==> config.mk <==
export PLATFORM = sky130hd
export DESIGN_NAME = temperature_alarm_lock_controller_top
export DESIGN_NICKNAME = d
export VERILOG_FILES = /design/src/rtl/tal_pkg.sv /design/src/rtl/temperature_alarm_lock_controller_top.sv
export SDC_FILE = /design/constraint.sdc
export NUM_CORES = 1
export LEC_CHECK = 0
export BUFFER_PORTS_ARGS = -buffer_cell sky130_fd_sc_hd__buf_2
export CAP_MARGIN = 20
export CORE_MARGIN = 2
export CORE_UTILIZATION = 52
export DETAILED_ROUTE_END_ITERATION = 7
export PLACE_DENSITY_LB_ADDON = 0.12
export SKIP_CTS_REPAIR_TIMING = 1
export SLEW_MARGIN = 15
export SYNTH_ARGS = -nofsm -noshare
export SYNTH_HDL_FRONTEND = slang
export SYNTH_SLANG_ARGS = --single-unit
==> constraint.sdc <==
create_clock -name i_clk -period 5.5 [get_ports i_clk]
set_input_delay 0 -clock i_clk [delete_from_list [all_inputs] [get_ports i_clk]]
set_output_delay 0 -clock i_clk [all_outputs]
set_load 0.005 [all_outputs]
==> src/rtl/tal_pkg.sv <==
package tal_pkg;

    // Field widths of the stream items
    localparam int SAMPLE_W = 12;
    localparam int DIGIT_W  = 4;
    localparam int SEG_W    = 7;
    localparam int PRESS_W  = 12;
    localparam int BLINK_W  = 9;
    localparam int IN_TDATA_W  = 16;
    localparam int OUT_TDATA_W = 24;
    localparam int CFG_DATA_W  = 12;
    localparam int CFG_IDX_W   = 3;

    // Press counter saturation value
    localparam logic [PRESS_W-1:0] PRESS_MAX = '1;

    // Special display patterns, bit0 = segment a
    localparam logic [SEG_W-1:0] SEG_DASH  = 7'h40;
    localparam logic [SEG_W-1:0] SEG_C     = 7'h39;
    localparam logic [SEG_W-1:0] SEG_L     = 7'h38;
    localparam logic [SEG_W-1:0] SEG_BLANK = 7'h00;

    // Configuration register indexes
    typedef enum logic [CFG_IDX_W-1:0] {
        CFG_WARN_LEVEL   = 3'd0,
        CFG_ALARM_LEVEL  = 3'd1,
        CFG_LOCK_LEVEL   = 3'd2,
        CFG_LONG_PRESS   = 3'd3,
        CFG_MIN_PRESS    = 3'd4,
        CFG_SLOW_BLINK   = 3'd5,
        CFG_MEDIUM_BLINK = 3'd6,
        CFG_FAST_BLINK   = 3'd7
    } t_cfg_idx;

    // Seven-segment pattern of a decimal digit
    function automatic logic [SEG_W-1:0] digit_segs(input logic [DIGIT_W-1:0] d);
        logic [SEG_W-1:0] s;
        unique case (d)
            4'd0:    s = 7'h3F;
            4'd1:    s = 7'h06;
            4'd2:    s = 7'h5B;
            4'd3:    s = 7'h4F;
            4'd4:    s = 7'h66;
            4'd5:    s = 7'h6D;
            4'd6:    s = 7'h7D;
            4'd7:    s = 7'h07;
            4'd8:    s = 7'h7F;
            4'd9:    s = 7'h6F;
            default: s = SEG_BLANK;
        endcase
        return s;
    endfunction

endpackage

==> src/rtl/temperature_alarm_lock_controller_top.sv <==
// Over-temperature alarm and lock controller. Each input transfer is one 1 ms
// tick carrying a 12-bit converter sample and the button level; it produces
// exactly one result carrying the display segments, LEDs, cooler, buzzer, the
// scaled digit and the lock and maintenance flags. All state is updated in the
// same cycle an input is transferred and the result sits in an output
// register, so the block takes one item per clock cycle; input is
// refused only while a result waits and the output side is
// stalled. Thresholds and blink periods come from the write-only register
// port, which should be written while no tick is in flight.
module temperature_alarm_lock_controller_top #(
    parameter int ADC_RANGE           = 4096,
    parameter int PHASE_TICKS         = 500,
    parameter int COOLDOWN_BLINKS     = 6,
    parameter int COOLDOWN_HALF_TICKS = 250
) (
    input  logic                                 i_clk,
    input  logic                                 i_rst_n,
    // slave side
    input  logic                                 s_axis_tvalid,
    output logic                                 s_axis_tready,
    // tdata from bit 0: adc_sample[11:0], button_down[12], zero pad
    input  logic [tal_pkg::IN_TDATA_W-1:0]       s_axis_tdata,
    // master side
    output logic                                 m_axis_tvalid,
    input  logic                                 m_axis_tready,
    // tdata from bit 0: segments[6:0], green_led[7], yellow_led[8], red_led[9],
    // cooler_on[10], buzzer[11], level_digit[15:12], locked_flag[16],
    // maintenance_flag[17], zero pad
    output logic [tal_pkg::OUT_TDATA_W-1:0]      m_axis_tdata,
    // configuration write port
    input  logic                                 i_cfg_we,
    input  logic [tal_pkg::CFG_IDX_W-1:0]        i_cfg_idx,
    input  logic [tal_pkg::CFG_DATA_W-1:0]       i_cfg_data
);
    import tal_pkg::*;

    localparam int PH_W   = $clog2(PHASE_TICKS + 1);
    localparam int CD_W   = $clog2(2 * COOLDOWN_BLINKS + 1);
    localparam int PROD_W = 16;
    localparam int THR_W  = $clog2(9 * ADC_RANGE + 1);
    localparam int CMP_W  = (THR_W > PROD_W) ? THR_W : PROD_W;
    localparam logic [PH_W-1:0]    PHASE_END = PH_W'(PHASE_TICKS);
    localparam logic [CD_W-1:0]    CD_START  = CD_W'(2 * COOLDOWN_BLINKS);
    localparam logic [BLINK_W:0]   CD_HALF   = (BLINK_W + 1)'(COOLDOWN_HALF_TICKS);

    // configuration registers
    logic [DIGIT_W-1:0] r_warn_level, r_alarm_level, r_lock_level;
    logic [PRESS_W-1:0] r_long_press_ticks, r_min_press_ticks;
    logic [BLINK_W-1:0] r_slow_blink_ticks, r_medium_blink_ticks, r_fast_blink_ticks;

    // controller state
    logic               r_maintenance_mode, n_maintenance_mode;
    logic               r_lock_latched, n_lock_latched;
    logic               r_alarm_muted, n_alarm_muted;
    logic [PRESS_W-1:0] r_press_ticks, n_press_ticks;
    logic               r_long_press_taken, n_long_press_taken;
    logic [PH_W-1:0]    r_phase_count, n_phase_count;
    logic               r_phase_half, n_phase_half;
    logic [BLINK_W-1:0] r_blink_count, n_blink_count;
    logic               r_blink_on, n_blink_on;
    logic               r_buzzer_level, n_buzzer_level;
    logic [CD_W-1:0]    r_cooldown_count, n_cooldown_count;
    logic               r_cooling_active, n_cooling_active;

    // output register
    logic                   r_out_valid;
    logic [OUT_TDATA_W-1:0] r_out_data, n_out_data;

    logic in_xfer;

    assign s_axis_tready = !r_out_valid || m_axis_tready;
    assign in_xfer       = s_axis_tvalid && s_axis_tready;
    assign m_axis_tvalid = r_out_valid;
    assign m_axis_tdata  = r_out_data;

    // configuration writes
    always_ff @(posedge i_clk) begin
        if (!i_rst_n) begin
            r_warn_level         <= 4'd4;
            r_alarm_level        <= 4'd7;
            r_lock_level         <= 4'd9;
            r_long_press_ticks   <= 12'd2000;
            r_min_press_ticks    <= 12'd50;
            r_slow_blink_ticks   <= 9'd500;
            r_medium_blink_ticks <= 9'd200;
            r_fast_blink_ticks   <= 9'd60;
        end else if (i_cfg_we) begin
            unique case (t_cfg_idx'(i_cfg_idx))
                CFG_WARN_LEVEL:   r_warn_level         <= i_cfg_data[DIGIT_W-1:0];
                CFG_ALARM_LEVEL:  r_alarm_level        <= i_cfg_data[DIGIT_W-1:0];
                CFG_LOCK_LEVEL:   r_lock_level         <= i_cfg_data[DIGIT_W-1:0];
                CFG_LONG_PRESS:   r_long_press_ticks   <= i_cfg_data[PRESS_W-1:0];
                CFG_MIN_PRESS:    r_min_press_ticks    <= i_cfg_data[PRESS_W-1:0];
                CFG_SLOW_BLINK:   r_slow_blink_ticks   <= i_cfg_data[BLINK_W-1:0];
                CFG_MEDIUM_BLINK: r_medium_blink_ticks <= i_cfg_data[BLINK_W-1:0];
                CFG_FAST_BLINK:   r_fast_blink_ticks   <= i_cfg_data[BLINK_W-1:0];
            endcase
        end
    end

    // one tick of work: digit, phase timer, button, then display and indicators
    always_comb begin
        logic [SAMPLE_W-1:0] sample;
        logic                btn;
        logic [CMP_W-1:0]    prod;
        logic [DIGIT_W-1:0]  digit;
        logic [PH_W:0]       phase_inc;
        logic [BLINK_W:0]    blink_inc;
        logic [BLINK_W-1:0]  half;
        logic [SEG_W-1:0]    segs;
        logic                green, yellow, red, cooler, sound;

        sample = s_axis_tdata[SAMPLE_W-1:0];
        btn    = s_axis_tdata[SAMPLE_W];

        // digit = sample*10/ADC_RANGE, saturated at 9, by threshold compares
        prod  = CMP_W'(PROD_W'(sample) * PROD_W'(10));
        digit = '0;
        for (int k = 1; k < 10; k++) begin
            if (prod >= CMP_W'(k * ADC_RANGE)) digit = DIGIT_W'(k);
        end

        n_maintenance_mode = r_maintenance_mode;
        n_lock_latched     = r_lock_latched;
        n_alarm_muted      = r_alarm_muted;
        n_press_ticks      = r_press_ticks;
        n_long_press_taken = r_long_press_taken;
        n_phase_count      = r_phase_count;
        n_phase_half       = r_phase_half;
        n_blink_count      = r_blink_count;
        n_blink_on         = r_blink_on;
        n_cooldown_count   = r_cooldown_count;
        n_cooling_active   = r_cooling_active;
        segs   = SEG_BLANK;
        green  = 1'b0;
        yellow = 1'b0;
        red    = 1'b0;
        cooler = 1'b0;
        sound  = 1'b0;
        half   = r_slow_blink_ticks;
        blink_inc = '0;

        // phase timer
        phase_inc = {1'b0, r_phase_count} + 1'b1;
        if (phase_inc >= {1'b0, PHASE_END}) begin
            n_phase_count = '0;
            n_phase_half  = !r_phase_half;
        end else begin
            n_phase_count = phase_inc[PH_W-1:0];
        end

        // button
        priority if (r_cooling_active) begin
            n_press_ticks      = '0;
            n_long_press_taken = 1'b0;
        end else if (btn) begin
            if (r_press_ticks != PRESS_MAX) n_press_ticks = r_press_ticks + 1'b1;
            if (!r_long_press_taken && n_press_ticks > r_long_press_ticks) begin
                n_long_press_taken = 1'b1;
                n_maintenance_mode = !r_maintenance_mode;
                n_lock_latched     = 1'b0;
                n_alarm_muted      = 1'b0;
            end
        end else begin
            // short press on release
            if (r_press_ticks != '0 && !r_long_press_taken &&
                r_press_ticks > r_min_press_ticks && !r_maintenance_mode) begin
                if (r_lock_latched) begin
                    if (digit < r_alarm_level) begin
                        n_cooling_active = 1'b1;
                        n_cooldown_count = CD_START;
                        n_blink_count    = '0;
                        n_blink_on       = 1'b1;
                    end
                end else begin
                    n_alarm_muted = !r_alarm_muted;
                end
            end
            n_press_ticks      = '0;
            n_long_press_taken = 1'b0;
        end

        // operation
        priority if (n_cooling_active) begin
            segs      = n_blink_on ? SEG_C : SEG_BLANK;
            cooler    = 1'b1;
            blink_inc = {1'b0, n_blink_count} + 1'b1;
            if (blink_inc >= CD_HALF) begin
                n_blink_count = '0;
                n_blink_on    = !n_blink_on;
                if (n_cooldown_count != '0) n_cooldown_count = n_cooldown_count - 1'b1;
                if (n_cooldown_count == '0) begin
                    n_cooling_active = 1'b0;
                    n_lock_latched   = 1'b0;
                    n_alarm_muted    = 1'b0;
                    n_blink_on       = 1'b0;
                end
            end else begin
                n_blink_count = blink_inc[BLINK_W-1:0];
            end
        end else if (n_maintenance_mode) begin
            segs   = SEG_DASH;
            yellow = !n_phase_half;
        end else begin
            if (digit >= r_lock_level) n_lock_latched = 1'b1;
            if (n_lock_latched) segs = n_phase_half ? SEG_BLANK : SEG_L;
            else                segs = digit_segs(digit);
            priority if (digit >= r_alarm_level || n_lock_latched) begin
                cooler = 1'b1;
                if (digit == 4'd8) half = r_medium_blink_ticks;
                if (digit >= r_lock_level || n_lock_latched) half = r_fast_blink_ticks;
                if (half == '0) half = BLINK_W'(1);
                blink_inc = {1'b0, n_blink_count} + 1'b1;
                if (blink_inc >= {1'b0, half}) begin
                    n_blink_count = '0;
                    n_blink_on    = !n_blink_on;
                end else begin
                    n_blink_count = blink_inc[BLINK_W-1:0];
                end
                if (n_blink_on) begin
                    red   = 1'b1;
                    sound = !n_alarm_muted;
                end
            end else if (digit >= r_warn_level) begin
                yellow        = 1'b1;
                n_alarm_muted = 1'b0;
            end else begin
                green         = 1'b1;
                n_alarm_muted = 1'b0;
            end
        end

        n_buzzer_level = sound ? !r_buzzer_level : 1'b0;

        n_out_data = {6'd0, n_maintenance_mode, n_lock_latched, digit, n_buzzer_level,
                      cooler, red, yellow, green, segs};
    end

    // state and result update on input transfer
    always_ff @(posedge i_clk) begin
        if (!i_rst_n) begin
            r_maintenance_mode <= 1'b0;
            r_lock_latched     <= 1'b0;
            r_alarm_muted      <= 1'b0;
            r_press_ticks      <= '0;
            r_long_press_taken <= 1'b0;
            r_phase_count      <= '0;
            r_phase_half       <= 1'b0;
            r_blink_count      <= '0;
            r_blink_on         <= 1'b0;
            r_buzzer_level     <= 1'b0;
            r_cooldown_count   <= '0;
            r_cooling_active   <= 1'b0;
            r_out_valid        <= 1'b0;
        end else begin
            if (in_xfer) begin
                r_maintenance_mode <= n_maintenance_mode;
                r_lock_latched     <= n_lock_latched;
                r_alarm_muted      <= n_alarm_muted;
                r_press_ticks      <= n_press_ticks;
                r_long_press_taken <= n_long_press_taken;
                r_phase_count      <= n_phase_count;
                r_phase_half       <= n_phase_half;
                r_blink_count      <= n_blink_count;
                r_blink_on         <= n_blink_on;
                r_buzzer_level     <= n_buzzer_level;
                r_cooldown_count   <= n_cooldown_count;
                r_cooling_active   <= n_cooling_active;
                r_out_valid        <= 1'b1;
            end else if (m_axis_tready) begin
                r_out_valid <= 1'b0;
            end
        end
    end

    // result payload, no reset needed
    always_ff @(posedge i_clk) begin
        if (in_xfer) begin
            r_out_data <= n_out_data;
        end
    end

    // cooldown only runs from a latched lock and holds it until the end
    a_cool_locked: assert property (@(posedge i_clk) disable iff (!i_rst_n)
        r_cooling_active |-> r_lock_latched)
        else $error("cooldown active without lock");

    // cooldown never starts or runs in maintenance mode
    a_cool_maint: assert property (@(posedge i_clk) disable iff (!i_rst_n)
        !(r_cooling_active && r_maintenance_mode))
        else $error("cooldown during maintenance");

    // halves left stay within the programmed count
    a_cd_range: assert property (@(posedge i_clk) disable iff (!i_rst_n)
        r_cooldown_count <= CD_START)
        else $error("cooldown count out of range");

    // phase counter wraps before its period
    a_phase_range: assert property (@(posedge i_clk) disable iff (!i_rst_n)
        r_phase_count < PHASE_END)
        else $error("phase counter out of range");

endmodule

==> reports/metrics.csv <==
metric;value;unit
Crit Path Class;flop to flop;
initial core utilization;0.532;
Pre-Repair DR Iteration Count;5;
clock skew;0.00594;ns
Critical Path RT;5.86;ns
count of cell types in the netlist;71;
number of global-route vias before repair;6557;
Max Cap Viol;0;
Clk Tree Root Cell;clkbuf_16;
Post-synth EDFFs;18;
post-route antenna net violation count;0;
Pwr Density;266;nW/um2
DP Wirelength;13900;um
CTS clk-pin slew, worst paths;0.06;ns
sequential share of power;0.376;
Clock Sinks;124;
CTS Buf Count;17;
GRT Total Usage;0.250;
Comb pwr share;0.210;
Synth area leader;dfxtp_1;
crit-path max cell delay;0.39;ns
Slew Limit Fails;0;
CP max-delay cell;a311oi_2;
Critical Path Sink Type;flop;
Die X;126;um
Worst R2R Path Depth;30;
Tmin final;5.64;ns
core area;14500;um2
area grow syn2layout;28.0;%
YS warnings;0;
measured slew at the worst slew-check pin;0.850;ns
RSZ-0062 raised after global routing;yes;
Net Sw Frac;0.274;
Synth top cells by count;nand2_1 (153), dfxtp_1 (106), ha_1 (77);
leakage dissipation;4.33;nW
top-area cell type share of the netlist area;0.276;
Rows;44;
Mean Syn Cell Area;8.38;um2
CTS tree;done;
setup_tns;-1.15;ns
die area;15800;um2
failing checks;setup timing;
crit start category;flop;
WP data arrival;6.00;ns
Synth Flop Type;dfxtp_1;
FMAX;0.177;GHz
Nets;1179;
initial antenna violation count;0;
Final GP Congestion;0.913;
worst setup margin;-0.142;ns
clock tree buffer depth;2;
design internal power;0.00191;W
critical path peak fanout;8;
via count;7040;
I/O Buffers;52;
wire per inst;16.0;um
ANT cells;0;
Hold WS;0.0462;ns
Hold Path Class;primary input to flop;
GR Overflow Total;0;
run status;complete, but fails checks;
period utilization;1.03;
Hold Crit Depth;2;
layout cells sized above 1;0.222;
DRC Markers;0;
Netlist Area Pre-Place;7700;um2
top-count cell post-synth;nand2_1;
Clock Power Share;0.414;
Post-synth ARST share;0;
Yosys reg bits;124;
clock latency on the worst-skew pair;0.43;ns
synthesized instance count;919;
endpoints failing setup;11;
post-layout util;0.681;
Max VDD drop;0.238;mV
DRT Wirelength;20200;um
crit-path most repeated cell;and3_4;
count of final hold-check violations;0;
first-pass GRT wire length;32100;um
htree depth;4;
routed vias/inst;5.58;
top area cells in the synthesized netlist;dfxtp_1 (28%), ha_1 (13%), nand2_1 (7.5%), edfxtp_1 (7.0%), a21boi_0 (4.1%);
Starting DRT DRC Count;522;
Die Y;126;um
Max-Slew Margin vs Limit;0.432;
NetSw;0.000718;W
sequential-to-total area share from yosys stat;0.346;
largest net degree at the start of global routing;69;
I/O pin cnt;62;
[state kept, by name, indices dropped and copies added (netlist names), 4 cells and up]
register              count
r_long_press_ticks       12
r_fast_blink_ticks        9
r_cooldown_count          4
r_phase_count             9
r_alarm_level             4
r_blink_count             9
r_slow_blink_ticks        9
r_warn_level              4
r_medium_blink_ticks      9
r_lock_level              4
r_min_press_ticks        12
r_press_ticks            12
m_axis_tdata             18
[layout make-up]
class / count / area, um2
clock buffer: 25 / 505
clock inverter: 7 / 62.6
fill: 1175 / 4620
inverter: 55 / 206
multi-input combinational: 703 / 5010
sequential: 124 / 2670
tap: 184 / 230
timing repair buffer: 164 / 1180
[critical path: cells and delay by family (launching register included)]
kind                       cells  cell delay (ns)
AOI/OAI and AO/OA             12             2.38
and+or+nand+nor               12             1.68
adders and majority gates      2             0.57
buffers and inverters          3             0.53
DFF                            1             0.33
xor gates and xnor gates       1             0.08
[power by group through the flow]
| stage | Sequential [W] | Combinational (W) | Clock [W] |
|---|---|---|---|
| after floorplan | 0.00100 | 0.000292 | 0 |
| after global placement | 0.00100 | 0.000481 | 0 |
| after detailed placement | 0.00101 | 0.000490 | 0 |
| after CTS | 0.000987 | 0.000494 | 0.00110 |
| after global routing | 0.000991 | 0.000608 | 0.00114 |
| final | 0.000988 | 0.000550 | 0.00109 |
[logic make-up (layout without fill, tap and decap cells)]
logic type | Yosys count | after routing | synth area share
XOR/XNOR | 27 | 27 | 0.0331
AO/OA/AOI/OAI | 217 | 217 | 0.197
AND/OR/NAND/NOR | 359 | 359 | 0.224
multiplexers | 16 | 16 | 0.0210
flip-flops | 124 | 124 | 0.346
buffers and inverters | 97 | 251 | 0.0505
adder cells (fa/ha/maj) | 78 | 78 | 0.128
other | 1 | 6 | 0.000487
[placed cells by master (no fill, tap or decap), drive strengths merged, types with 14 or more instances in the layout]
master	netlist	final
a21boi	42	42
a21oi	46	46
dfxtp	106	106
o21ai	32	32
nand3	30	30
xnor2	19	19
o211ai	20	20
edfxtp	18	18
nand4	14	14
nand2b	20	20
nor2	48	48
ha	77	77
nand2	153	153
nor2b	26	26
a21o	14	14
buf	11	148
clkbuf	31	27
mux2i	15	15
inv	55	55
dlygate4sd3	0	14
[path summary, 6_finish.rpt]
| kind | slack, ns | from | end |
|---|---|---|---|
| min reg2reg | 0.46 | r_min_press_ticks[10] | r_min_press_ticks[10] |
| min | 0.05 | i_rst_n | r_alarm_level[0] |
| max | -0.14 | r_press_ticks[3] | r_blink_count[7] |
| max reg2reg | -0.14 | r_press_ticks[3] | r_blink_count[7] |
[metrics by stage]
step / power (W) / instances / cell area, um2 / setup WS, ns
after floorplan: 0.00130 / 924 / 7820 / 0.0000431
after global placement: 0.00149 / 1208 / 8800 / -0.245
after detailed placement: 0.00150 / 1208 / 8800 / -0.343
after CTS: 0.00258 / 1240 / 9370 / -0.326
after global routing: 0.00274 / 1262 / 9860 / -0.431
final: 0.00263 / 1262 / 9860 / -0.142
[metal layers]
metal	GRT usage	share of wire	vias up
met1	0.357	0.48	3306
li1	-	-	3519
met4	0.0719	0.017	0
met3	0.0450	0.047	31
met2	0.389	0.46	184
met5	0	0	-
Note: power is estimated with default switching activity, not from simulation.
